File: config.mk
export PLATFORM = sky130hd
export DESIGN_NAME = xml_entity_codec_unit_flat
export DESIGN_NICKNAME = d
export VERILOG_FILES = /design/src/hw/rtl/xec_pkg.sv /design/src/hw/rtl/xec_if.sv /design/src/hw/rtl/xml_entity_codec_unit.sv /design/src/hw/rtl/xec_cfg.sv /design/src/hw/rtl/xec_core.sv /design/src/flat_wrapper.sv
export SDC_FILE = /design/constraint.sdc
export NUM_CORES = 1
export LEC_CHECK = 0
export ABC_AREA = 1
export BUFFER_PORTS_ARGS = -buffer_cell sky130_fd_sc_hd__buf_2
export CAP_MARGIN = 20
export CELL_PAD_IN_SITES_DETAIL_PLACEMENT = 1
export CELL_PAD_IN_SITES_GLOBAL_PLACEMENT = 1
export CORE_ASPECT_RATIO = 1.5
export CORE_MARGIN = 8
export CORE_UTILIZATION = 44
export DETAILED_ROUTE_END_ITERATION = 7
export GPL_ROUTABILITY_DRIVEN = 0
export GPL_TIMING_DRIVEN = 0
export PLACE_DENSITY_LB_ADDON = 0.1
export SKIP_LAST_GASP = 1
export SYNTH_ARGS = -nofsm -noshare
export SYNTH_HDL_FRONTEND = slang
export SYNTH_SLANG_ARGS = --single-unit
File: constraint.sdc
create_clock -name clk -period 7.95 [get_ports clk]
set_input_delay 0.795 -clock clk [delete_from_list [all_inputs] [get_ports clk]]
set_output_delay 0.795 -clock clk [all_outputs]
set_load 0.005 [all_outputs]
File: src/hw/rtl/xec_pkg.sv
// Shared types and entity tables for the XML entity codec.
`timescale 1ns / 1ps

package xec_pkg;

	// Sizes of the entity table, the held prefix and one output run.
	localparam int NUM_ENT = 5;
	localparam int ENT_MAX = 6;
	localparam int PEND_MAX = 5;
	localparam int RUN_MAX = 6;

	// Configuration port geometry and register indexes.
	localparam int ADDR_W = 3;
	localparam logic REG_DIRECTION = 1'b0;

	// Direction codes.
	localparam logic DIR_DECODE = 1'b0;
	localparam logic DIR_ENCODE = 1'b1;

	localparam logic [7:0] CH_AMP = 8'h26;

	typedef logic [7:0] octet_t;
	typedef logic [2:0] cnt_t;
	typedef logic [PEND_MAX-1:0][7:0] pend_t;
	typedef logic [RUN_MAX-1:0][7:0] run_t;

	// Character each entity stands for.
	localparam octet_t ENT_CHAR [NUM_ENT] = '{8'h26, 8'h22, 8'h27, 8'h3c, 8'h3e};

	// Length of each entity reference in bytes.
	localparam cnt_t ENT_LEN [NUM_ENT] = '{3'd5, 3'd6, 3'd6, 3'd4, 3'd4};

	// Reference text: &amp; &quot; &apos; &lt; &gt; (unused tail bytes are zero).
	localparam octet_t ENT_TEXT [NUM_ENT][ENT_MAX] = '{
		'{8'h26, 8'h61, 8'h6d, 8'h70, 8'h3b, 8'h00},
		'{8'h26, 8'h71, 8'h75, 8'h6f, 8'h74, 8'h3b},
		'{8'h26, 8'h61, 8'h70, 8'h6f, 8'h73, 8'h3b},
		'{8'h26, 8'h6c, 8'h74, 8'h3b, 8'h00, 8'h00},
		'{8'h26, 8'h67, 8'h74, 8'h3b, 8'h00, 8'h00}
	};

	// Configuration state seen by the datapath.
	typedef struct packed {
		logic dir;
		logic wr;
	} cfg_ctrl_t;

	// Outcome of converting one word: the output run and the next prefix.
	typedef struct packed {
		run_t  run;
		cnt_t  cnt;
		pend_t pend;
		cnt_t  pcnt;
	} codec_res_t;

endpackage

File: src/hw/rtl/xec_if.sv
// Valid/ready channel interfaces for input and output words of the codec.
`timescale 1ns / 1ps

interface xec_in_if;
	logic       valid;
	logic       ready;
	logic [7:0] in_byte;
	logic       in_last;

	modport source(output valid, in_byte, in_last, input ready);
	modport sink(input valid, in_byte, in_last, output ready);
endinterface

interface xec_out_if;
	logic       valid;
	logic       ready;
	logic [7:0] out_byte;
	logic       run_end;
	logic       string_end;

	modport source(output valid, out_byte, run_end, string_end, input ready);
	modport sink(input valid, out_byte, run_end, string_end, output ready);
endinterface

File: src/hw/rtl/xml_entity_codec_unit.sv
// Path: an accepted word passes through the input register and then the result register before it is offered.
// Throughput: one input word per cycle while each yields at most one output word
// and that word is taken; a word that yields a run of k words holds the result
// register until all k are taken, and a held entity prefix byte yields nothing.
// Reset: direction returns to decode, the held prefix and both registers empty.
`timescale 1ns / 1ps

module xml_entity_codec_unit import xec_pkg::*; (
	input  logic              clk,
	input  logic              arst_n,
	xec_in_if.sink            in_ch,
	xec_out_if.source         out_ch,
	input  logic              psel,
	input  logic              penable,
	input  logic              pwrite,
	input  logic [ADDR_W-1:0] paddr,
	input  logic [31:0]       pwdata,
	output logic [31:0]       prdata,
	output logic              pready
);

	cfg_ctrl_t  cfg;
	codec_res_t res;

	logic   valid_s1;
	octet_t byte_s1;
	logic   last_s1;

	pend_t  pend_q;
	cnt_t   pcnt_q;

	run_t   run_q;
	cnt_t   run_len_q;
	cnt_t   run_pos_q;
	logic   run_vld_q;
	logic   run_last_q;

	logic   in_acc;
	logic   out_take;
	logic   run_done;
	logic   run_free;
	logic   process;

	xec_cfg u_cfg (
		.clk     (clk),
		.arst_n  (arst_n),
		.psel    (psel),
		.penable (penable),
		.pwrite  (pwrite),
		.paddr   (paddr),
		.pwdata  (pwdata),
		.prdata  (prdata),
		.pready  (pready),
		.ctrl    (cfg)
	);

	xec_core u_core (
		.dir     (cfg.dir),
		.in_byte (byte_s1),
		.in_last (last_s1),
		.pend    (pend_q),
		.pcnt    (pcnt_q),
		.res     (res)
	);

	// Handshake: the result register frees up as its final word is taken.
	assign out_take = run_vld_q && out_ch.ready;
	assign run_done = out_take && (run_pos_q == (run_len_q - 3'd1));
	assign run_free = !run_vld_q || run_done;
	assign process = valid_s1 && (run_free || (res.cnt == 3'd0));
	assign in_ch.ready = !valid_s1 || process;
	assign in_acc = in_ch.valid && in_ch.ready;

	// Input register.
	always_ff @(posedge clk or negedge arst_n) begin
		if (!arst_n) begin
			valid_s1 <= 1'b0;
		end else if (in_acc) begin
			valid_s1 <= 1'b1;
		end else if (process) begin
			valid_s1 <= 1'b0;
		end
	end

	always_ff @(posedge clk) begin
		if (in_acc) begin
			byte_s1 <= in_ch.in_byte;
			last_s1 <= in_ch.in_last;
		end
	end

	// Held entity prefix; a direction write drops it.
	always_ff @(posedge clk or negedge arst_n) begin
		if (!arst_n) begin
			pcnt_q <= 3'd0;
		end else if (cfg.wr) begin
			pcnt_q <= 3'd0;
		end else if (process) begin
			pcnt_q <= res.pcnt;
		end
	end

	always_ff @(posedge clk) begin
		if (process) begin
			pend_q <= res.pend;
		end
	end

	// Result register and the position of the word being offered.
	always_ff @(posedge clk or negedge arst_n) begin
		if (!arst_n) begin
			run_vld_q <= 1'b0;
			run_pos_q <= 3'd0;
			run_len_q <= 3'd0;
		end else if (process && (res.cnt != 3'd0)) begin
			run_vld_q <= 1'b1;
			run_pos_q <= 3'd0;
			run_len_q <= res.cnt;
		end else if (run_done) begin
			run_vld_q <= 1'b0;
		end else if (out_take) begin
			run_pos_q <= run_pos_q + 3'd1;
		end
	end

	always_ff @(posedge clk) begin
		if (process && (res.cnt != 3'd0)) begin
			run_q <= res.run;
			run_last_q <= last_s1;
		end
	end

	// Output word.
	assign out_ch.valid = run_vld_q;
	assign out_ch.out_byte = run_q[run_pos_q];
	assign out_ch.run_end = (run_pos_q == (run_len_q - 3'd1));
	assign out_ch.string_end = out_ch.run_end && run_last_q;

	// The offered position always lies inside the loaded run.
	a_pos_in_run: assert property (@(posedge clk) disable iff (!arst_n)
		run_vld_q |-> (run_pos_q < run_len_q) && (run_len_q <= 3'(RUN_MAX)))
		else $error("output position beyond run length");

	// The held prefix never grows past its storage.
	a_pend_bound: assert property (@(posedge clk) disable iff (!arst_n)
		pcnt_q <= 3'(PEND_MAX))
		else $error("held prefix count out of range");

	// Encoding never leaves a prefix held.
	a_enc_no_pend: assert property (@(posedge clk) disable iff (!arst_n)
		(process && (cfg.dir == DIR_ENCODE)) |=> (pcnt_q == 3'd0))
		else $error("prefix held in encode mode");

	// A finished run is either replaced by a fresh one or the register empties.
	a_run_restart: assert property (@(posedge clk) disable iff (!arst_n)
		run_done |=> (!run_vld_q || (run_pos_q == 3'd0)))
		else $error("new run did not start at its first word");

endmodule

File: src/hw/rtl/xec_cfg.sv
// APB register block holding the codec direction.
`timescale 1ns / 1ps

module xec_cfg import xec_pkg::*; (
	input  logic              clk,
	input  logic              arst_n,
	input  logic              psel,
	input  logic              penable,
	input  logic              pwrite,
	input  logic [ADDR_W-1:0] paddr,
	input  logic [31:0]       pwdata,
	output logic [31:0]       prdata,
	output logic              pready,
	output cfg_ctrl_t         ctrl
);

	logic dir_q;
	logic hit;
	logic wr;

	// Register 0 sits at byte address 0; bit 2 selects the register.
	assign hit = (paddr[2] == REG_DIRECTION);
	assign wr = psel && penable && pwrite && hit;

	always_ff @(posedge clk or negedge arst_n) begin
		if (!arst_n) begin
			dir_q <= DIR_DECODE;
		end else if (wr) begin
			dir_q <= pwdata[0];
		end
	end

	// Reads return the direction bit; other addresses read as zero.
	assign prdata = hit ? {31'd0, dir_q} : 32'd0;
	assign pready = 1'b1;

	assign ctrl.dir = dir_q;
	assign ctrl.wr = wr;

endmodule

File: src/hw/rtl/xec_core.sv
// Single-pass conversion of one word against the held entity prefix.
`timescale 1ns / 1ps

module xec_core import xec_pkg::*; (
	input  logic       dir,
	input  octet_t     in_byte,
	input  logic       in_last,
	input  pend_t      pend,
	input  cnt_t       pcnt,
	output codec_res_t res
);

	logic [NUM_ENT-1:0] ent_ok;
	logic [NUM_ENT-1:0] ent_done;
	logic               any_done;
	logic               any_ext;
	octet_t             done_ch;
	logic               enc_hit;
	logic [2:0]         enc_idx;

	// Compare the held prefix plus the new word against every entity.
	always_comb begin
		octet_t nxt;
		for (int r = 0; r < NUM_ENT; r++) begin
			ent_ok[r] = ({1'b0, pcnt} + 4'd1) <= {1'b0, ENT_LEN[r]};
			nxt = 8'd0;
			for (int i = 0; i < ENT_MAX; i++) begin
				if (3'(i) == pcnt) begin
					nxt = ENT_TEXT[r][i];
				end
			end
			if (nxt != in_byte) begin
				ent_ok[r] = 1'b0;
			end
			for (int i = 0; i < PEND_MAX; i++) begin
				if ((3'(i) < pcnt) && (ENT_TEXT[r][i] != pend[i])) begin
					ent_ok[r] = 1'b0;
				end
			end
			ent_done[r] = ent_ok[r] && (({1'b0, pcnt} + 4'd1) == {1'b0, ENT_LEN[r]});
		end
	end

	// Pick the completed entity, if any, and note whether the prefix still grows.
	always_comb begin
		any_done = 1'b0;
		any_ext = 1'b0;
		done_ch = 8'd0;
		for (int r = NUM_ENT - 1; r >= 0; r--) begin
			if (ent_done[r]) begin
				any_done = 1'b1;
				done_ch = ENT_CHAR[r];
			end else if (ent_ok[r]) begin
				any_ext = 1'b1;
			end
		end
	end

	// Look the word up among the escapable characters for encoding.
	always_comb begin
		enc_hit = 1'b0;
		enc_idx = '0;
		for (int r = 0; r < NUM_ENT; r++) begin
			if (ENT_CHAR[r] == in_byte) begin
				enc_hit = 1'b1;
				enc_idx = 3'(r);
			end
		end
	end

	// Assemble the output run and the next prefix state.
	always_comb begin
		logic fresh;
		logic extended;
		res.run = '0;
		res.cnt = 3'd0;
		res.pend = pend;
		res.pcnt = pcnt;
		fresh = 1'b1;
		extended = 1'b0;
		if (dir == DIR_ENCODE) begin
			res.pcnt = 3'd0;
			if (enc_hit) begin
				for (int i = 0; i < ENT_MAX; i++) begin
					res.run[i] = ENT_TEXT[enc_idx][i];
				end
				res.cnt = ENT_LEN[enc_idx];
			end else begin
				res.run[0] = in_byte;
				res.cnt = 3'd1;
			end
		end else begin
			if (pcnt != 3'd0) begin
				if (any_done) begin
					res.run[0] = done_ch;
					res.cnt = 3'd1;
					res.pcnt = 3'd0;
					fresh = 1'b0;
				end else if (any_ext && (pcnt < 3'(PEND_MAX))) begin
					for (int i = 0; i < PEND_MAX; i++) begin
						if (3'(i) == pcnt) begin
							res.pend[i] = in_byte;
						end
					end
					res.pcnt = pcnt + 3'd1;
					fresh = 1'b0;
					extended = 1'b1;
				end else begin
					// Mismatch: the held bytes go out unchanged.
					for (int i = 0; i < PEND_MAX; i++) begin
						res.run[i] = pend[i];
					end
					res.cnt = pcnt;
					res.pcnt = 3'd0;
				end
			end
			if (fresh) begin
				if (in_byte == CH_AMP) begin
					res.pend[0] = in_byte;
					res.pcnt = 3'd1;
				end else begin
					for (int i = 0; i < RUN_MAX; i++) begin
						if (3'(i) == res.cnt) begin
							res.run[i] = in_byte;
						end
					end
					res.cnt = res.cnt + 3'd1;
				end
			end
			// The final word of a string flushes whatever is still held.
			if (in_last) begin
				if (extended) begin
					for (int i = 0; i < PEND_MAX; i++) begin
						res.run[i] = res.pend[i];
					end
					res.cnt = res.pcnt;
					res.pcnt = 3'd0;
				end else if (res.pcnt != 3'd0) begin
					for (int i = 0; i < RUN_MAX; i++) begin
						if (3'(i) == res.cnt) begin
							res.run[i] = CH_AMP;
						end
					end
					res.cnt = res.cnt + 3'd1;
					res.pcnt = 3'd0;
				end
			end
		end
	end

endmodule

File: src/flat_wrapper.sv
// flat-port wrapper written by rule: the top's interface ports become plain ports
module xml_entity_codec_unit_flat import xec_pkg::*;
  (clk, arst_n, psel, penable, pwrite, paddr, pwdata, prdata, pready, in_ch_valid, in_ch_in_byte, in_ch_in_last, in_ch_ready, out_ch_valid, out_ch_out_byte, out_ch_run_end, out_ch_string_end, out_ch_ready);
  xec_in_if in_ch_i ();
  xec_out_if out_ch_i ();
  input  logic clk;
  input  logic arst_n;
  input  logic psel;
  input  logic penable;
  input  logic pwrite;
  input  logic [ADDR_W-1:0] paddr;
  input  logic [31:0] pwdata;
  output logic [31:0] prdata;
  output logic pready;
  input wire logic [$bits(in_ch_i.valid)-1:0] in_ch_valid;
  input wire logic [$bits(in_ch_i.in_byte)-1:0] in_ch_in_byte;
  input wire logic [$bits(in_ch_i.in_last)-1:0] in_ch_in_last;
  output wire logic [$bits(in_ch_i.ready)-1:0] in_ch_ready;
  output wire logic [$bits(out_ch_i.valid)-1:0] out_ch_valid;
  output wire logic [$bits(out_ch_i.out_byte)-1:0] out_ch_out_byte;
  output wire logic [$bits(out_ch_i.run_end)-1:0] out_ch_run_end;
  output wire logic [$bits(out_ch_i.string_end)-1:0] out_ch_string_end;
  input wire logic [$bits(out_ch_i.ready)-1:0] out_ch_ready;
  assign in_ch_i.valid = in_ch_valid;
  assign in_ch_i.in_byte = in_ch_in_byte;
  assign in_ch_i.in_last = in_ch_in_last;
  assign in_ch_ready = in_ch_i.ready;
  assign out_ch_valid = out_ch_i.valid;
  assign out_ch_out_byte = out_ch_i.out_byte;
  assign out_ch_run_end = out_ch_i.run_end;
  assign out_ch_string_end = out_ch_i.string_end;
  assign out_ch_i.ready = out_ch_ready;
  xml_entity_codec_unit u_core (.clk(clk), .arst_n(arst_n), .in_ch(in_ch_i), .out_ch(out_ch_i), .psel(psel), .penable(penable), .pwrite(pwrite), .paddr(paddr), .pwdata(pwdata), .prdata(prdata), .pready(pready));
endmodule
==> run metrics, run 1 <==
Synth cell types 56; HP Class input pin to async pin; RSZ-0062 raised after global routing no; CTS Buf Count 9; worst flop-to-flop path startpoint u_core.pcnt_q[0]$_DFFE_PN0P_; Non-Filler Instances 1589; H-tree levels 3; largest family of logic cells by synthesized area simple AND/OR/NAND/NOR gates; Core Rows 63; R2R Setup Slk 1870 ps; area grow syn2layout 10.3%; ranking of synthesized cells by area edfxtp_1, nand2_1, o21ai_0; global-route wire length before repair 53400 µm; Post-Synth Adder-Cell Area 0.0269; data arrival time of the worst path 5630 ps; final setup TNS 0 ps; TritonCTS clock tree built; final setup vio count 0; Critical Path End in_ch_ready; simple-gate portion of the synthesized area 0.322; count leader, synth nand2_1; HPWL after detailed placement 27800 µm; most frequent CP cell nand2_1; Worst Path Max Fanout 9; Overall Global Routing Usage 0.282; vias in the first global route 9253; Cells after Synth 1250; run status finished, final reports clean; CP max-delay cell dfrtp_1; initial antenna violation count 0; sequential fraction of the synthesis area 0.367; post-synth top area cell edfxtp_1; 1st-iter DRT viols 606; total wire length 35300 µm; Core ar. 19700 µm²; fin nets 1393; Pleak 4.74 nW; actual slew at the worst max-slew pin 1080 ps; PwrDens 210 nW/µm²; wire per inst 22.2 µm; relative slew slack 0.278; Vias/cell 5.72; hold slack 307 ps; Die Wd 132 µm; synthesized area 8830 µm²; share of cells above drive strength 1 0.118; TritonRoute pass-1 iters 5; Storage cell area 3240 µm²; clock transition at the registers of the reported paths 80 ps; crit path from u_core.pcnt_q[0]$_DFFE_PN0P_; CTS Hold Buffers Added 0; Max Clock Skew 11.4 ps; Max Cap Violations 0; fmax 156 MHz; predominant post-synthesis flop cell edfxtp_1; fin util 0.495; setup ws final 1530 ps; input/output buffers 30; crit path kind flip-flop to output pin; CP peak stage delay 480 ps; Synth Area in XOR/XNOR 0.00595; number of I/O pins 96; CTS sink cnt 110; Slew Viols, Final 0; Bufs on Longest Clock Path 2; mux cell area share after synthesis 0; Post-CTS Setup Inserts 0; Clk Latency, worst-skew pair 380 ps; grt total ovfl 0; routed vias 9091; CP startpoint kind flip-flop; Inst Count DP 1572; Die ar. 25000 µm²; final worst-path cycle share 0.808; dpl ws 2000 ps; Die H 190 µm; ys async rst share 0.109; CP endpoint kind output pin; FILL cells 2651; Gates resized, CTS repair 0; drc violations 0; Seq cells post-synth 110; Compound-Gate Fraction of Synth Area 0.153; antenna-violating nets left 0; Post-synth EDFFs 98; Worst R2R Path Depth 30; Initial Util 0.448; Final Hold Violating Endpoints 0; Syn Area/Cell 7.07 µm²; largest net degree at the start of global routing 49; Worst Path Required 7150 ps; Yosys top cell area share 0.333; fin crit period 6420 ps; top cells by count, synth nand2_1, nor2_1, inv_1; Root Driver clkbuf_16; peak supply drop 0.107 mV; reg2reg end u_core.pend_q[33]$_DFFE_PP_; Synth Warn # 0; Multi-input gate area 4610 µm²
registers in the layout (all words and copies together) (netlist names):
register and count:
u_core.run_q 48, u_core.pend_q 40, u_core.byte_s1 8, u_core.pcnt_q 3, u_core.run_len_q 3, u_core.run_pos_q 3
u_core.last_s1 1, u_core.out_ch.valid 1, u_core.run_last_q 1, u_core.u_cfg.dir_q 1, u_core.valid_s1 1
final cells by class:
cell class / count / share of cell area
multi-input combinational: 927 / 0.473
inverter: 162 / 0.0629
timing repair buffer: 32 / 0.0195
buffer: 81 / 0.0499
clock inverter: 7 / 0.00501
antenna: 1 / 0.000257
clock buffer: 9 / 0.0231
tap: 260 / 0.0334
sequential: 110 / 0.333
routing by layer:
| layer | share of wire | GRT usage | routed length, µm |
|---|---|---|---|
| met5 | 0 | 0 | 0 |
| met4 | 0.084 | 0.235 | 2980 |
| met3 | 0.054 | 0.0465 | 1890 |
| met2 | 0.50 | 0.500 | 17700 |
| met1 | 0.36 | 0.287 | 12700 |
report_power, final:
group / switching, mW / internal, mW / total [mW]
combinational: 0.549 / 0.227 / 0.776
sequential: 0.0439 / 0.782 / 0.826
clock: 0.231 / 0.214 / 0.444
worst min path at each step:
stage                                       to  slack, ps  cells past startpoint
3_3_place_gp   u_core.run_len_q[1]$_DFFE_PN0P_        450                      2
2_1_floorplan      u_core.run_last_q$_DFFE_PP_        430                      0
4_1_cts         u_core.u_cfg.dir_q$_DFFE_PN0P_        310                      1
5_1_grt         u_core.u_cfg.dir_q$_DFFE_PN0P_        320                      1
6_report           u_core.valid_s1$_DFFE_PN0P_        310                      1
3_5_place_dp   u_core.run_len_q[1]$_DFFE_PN0P_        460                      2
worst max-delay path: cells and delay by family, from the launching register on:
family / cells / cell delay [ps]
adders and majority gates: 3 / 930
DFF: 1 / 480
AOI/OAI and AO/OA: 2 / 600
and+or+nand+nor: 18 / 2380
buffers and inverters: 7 / 840
cell usage in the layout (no fill, tap or decap), types with 11 or more instances in the layout:
master / n
a21oi_1: 27
buf_2: 40
buf_4: 36
clkbuf_1: 30
conb_1: 32
dfrtp_1: 12
edfxtp_1: 98
ha_1: 19
inv_1: 149
nand2_1: 310
nand2_2: 18
nand3_1: 73
nand4_1: 28
nor2_1: 165
nor3_1: 11
o211ai_1: 15
o21ai_0: 134
o22ai_1: 13
per-stage QoR:
stage                     total power, mW  cell area (µm²)
after floorplan                      1.30             8950
after global placement               1.57             9420
after detailed placement             1.61             9470
after CTS                            2.04             9740
after global routing                 2.15             9740
final                                2.05             9750
logic make-up after synthesis:
logic type,after synthesis
simple gates,637
compound gates,233
fa+ha+maj,19
other cells,2
buf+inv,243
xor+xnor,6
flops,110
Power figures use the tool's default switching activity.
==> run 2: changes to the inputs <==
--- a/config.mk
+++ b/config.mk
@@ -12,7 +12,7 @@
 export CELL_PAD_IN_SITES_GLOBAL_PLACEMENT = 1
 export CORE_ASPECT_RATIO = 1.5
 export CORE_MARGIN = 8
-export CORE_UTILIZATION = 44
+export CORE_UTILIZATION = 39
 export DETAILED_ROUTE_END_ITERATION = 7
 export GPL_ROUTABILITY_DRIVEN = 0
 export GPL_TIMING_DRIVEN = 0
==> constraint.sdc (replaced) <==
create_clock -name clk -period 5.4 [get_ports clk]
set_input_delay 0.54 -clock clk [delete_from_list [all_inputs] [get_ports clk]]
set_output_delay 0.54 -clock clk [all_outputs]
set_load 0.005 [all_outputs]
==> run metrics, run 2 (synthesis gave the netlist of run 1 again) <==
fin nets 1434; Core Rows 67; Core ar. 22300 µm²; most frequent cells in the layout nand2_1, nor2_1, inv_1, o21ai_0, edfxtp_1; Bufs on Longest Clock Path 2; final worst-path cycle share 0.971; Max Clock Skew 12.3 ps; area grow syn2layout 18.3%; Largest register FFs 48; Root Driver clkbuf_16; Post-DP Area 9490 µm²; Initial Util 0.396; input/output buffers 30; R2R Setup Slk 210 ps; 1st-iter DRT viols 528; initial antenna violation count 0; met2 GRT Util 0.481; CP max-delay cell dfrtp_2; antenna cell count 0; Pleak 5.00 nW; largest net degree at the start of global routing 49; fmax 191 MHz; Vias/cell 5.58; final setup vio count 0; run status finished, final reports clean; HPWL after detailed placement 28700 µm; data arrival time of the worst path 4710 ps; vias in the first global route 9447; Clk Latency, worst-skew pair 370 ps; Die ar. 27800 µm²; H-tree levels 3; worst flop-to-flop path startpoint u_core.pcnt_q[1]$_DFFE_PN0P_; most frequent CP cell nand2_1; most common cell after layout, fill and taps aside nand2_1; Slew Viols, Final 0; HP Class input pin to async pin; TritonRoute pass-1 iters 5; clock transition at the registers of the reported paths 80 ps; antenna-violating nets left 0; TritonCTS clock tree built; grt total ovfl 0; peak supply drop 0.185 mV; global-route wire length before repair 55300 µm; crit path from u_core.pcnt_q[1]$_DFFE_PN0P_; wire per inst 22.6 µm; CP top delay family simple AND/OR/NAND/NOR gates; total wire length 37100 µm; relative slew slack 0.389; Die Wd 139 µm; WP buf/inv 8; CP startpoint kind flip-flop; Largest regs u_core.run_q x48, u_core.pend_q x40, u_core.byte_s1 x8; Inst Count DP 1588; number of I/O pins 96; fin crit period 5250 ps; Worst R2R Path Depth 31; PwrDens 296 nW/µm²; Die H 200 µm; Worst Path Max Fanout 5; GR peak layer met2; Worst Path Required 4860 ps; Non-Filler Instances 1645; drc violations 0; CTS sink cnt 110; hold slack 69.8 ps; FILL cells 2901; actual slew at the worst max-slew pin 916 ps; fin util 0.469; routed vias 9183; Final Hold Violating Endpoints 0; met1 Use GR 0.268; final design area excluding fillers 10400 µm²; largest reg by FF count u_core.run_q; final setup TNS 0 ps; routing usage on met3 0.0336; Overall Global Routing Usage 0.262; crit path kind flip-flop to output pin; share of cells above drive strength 1 0.196; Max Cap Violations 0; reg2reg end u_core.pend_q[37]$_DFFE_PP_; CTS Buf Count 9; CP endpoint kind output pin; CP peak stage delay 420 ps
==> run 2: cell types whose count changed in the layout (fill, tap and decap cells not counted), moves of 7 or more <==
cell,change
buf_4,+38
buf_6,+7
inv_1,-13
inv_4,+7
nand2_1,-20
nand2_2,+13
nor2_1,-14
nor2_2,+9
==> run 2: stage by stage <==
step,power (mW),setup WS (ps)
floorplan,1.91,53.6
global placement,2.33,-1710
detailed placement,2.38,-625
CTS,3.07,6.21
global route,3.24,-107
finish,3.09,154
==> run 2: report_power, final <==
part / internal [mW] / switching [mW] / total (mW)
clock network: 0.330 / 0.338 / 0.668
registers: 1.15 / 0.0728 / 1.23
logic: 0.375 / 0.824 / 1.20
==> run 2: area by class of cell <==
class | instances | area [µm²] | area share
Multi-Input combinational cell | 927 | 4910 | 0.470
Sequential cell | 110 | 3250 | 0.311
Inverter | 162 | 637 | 0.0610
Timing Repair Buffer | 75 | 534 | 0.0511
Buffer | 79 | 503 | 0.0481
Tap cell | 276 | 345 | 0.0331
Clock buffer | 12 | 246 | 0.0236
Clock inverter | 4 | 30.0 | 0.00287
==> run 2: timing repair <==
item	CTS	global route
pin swaps	7	35
setup endpoints to repair	99	98
setup buffers	17	26
hold buffers	0	0
gates cloned	0	0
resized for setup	29	81
==> run 2: layer usage <==
layer | up-vias | wire length [µm]
li1 | 4313 | -
met1 | 4421 | 13400
met2 | 315 | 19400
met3 | 134 | 1570
met4 | 0 | 2740
met5 | - | 0
==> run 2: worst max-delay path by stage <==
stage / depth (start not counted) / slack (ps) / to
CTS: 33 / 6 / in_ch_ready
floorplan: 30 / 50 / u_core.pend_q[0]$_DFFE_PP_
detailed placement: 30 / -620 / u_core.pend_q[19]$_DFFE_PP_
global placement: 29 / -1710 / u_core.pend_q[39]$_DFFE_PP_
global route: 33 / -110 / in_ch_ready
finish: 31 / 150 / in_ch_ready
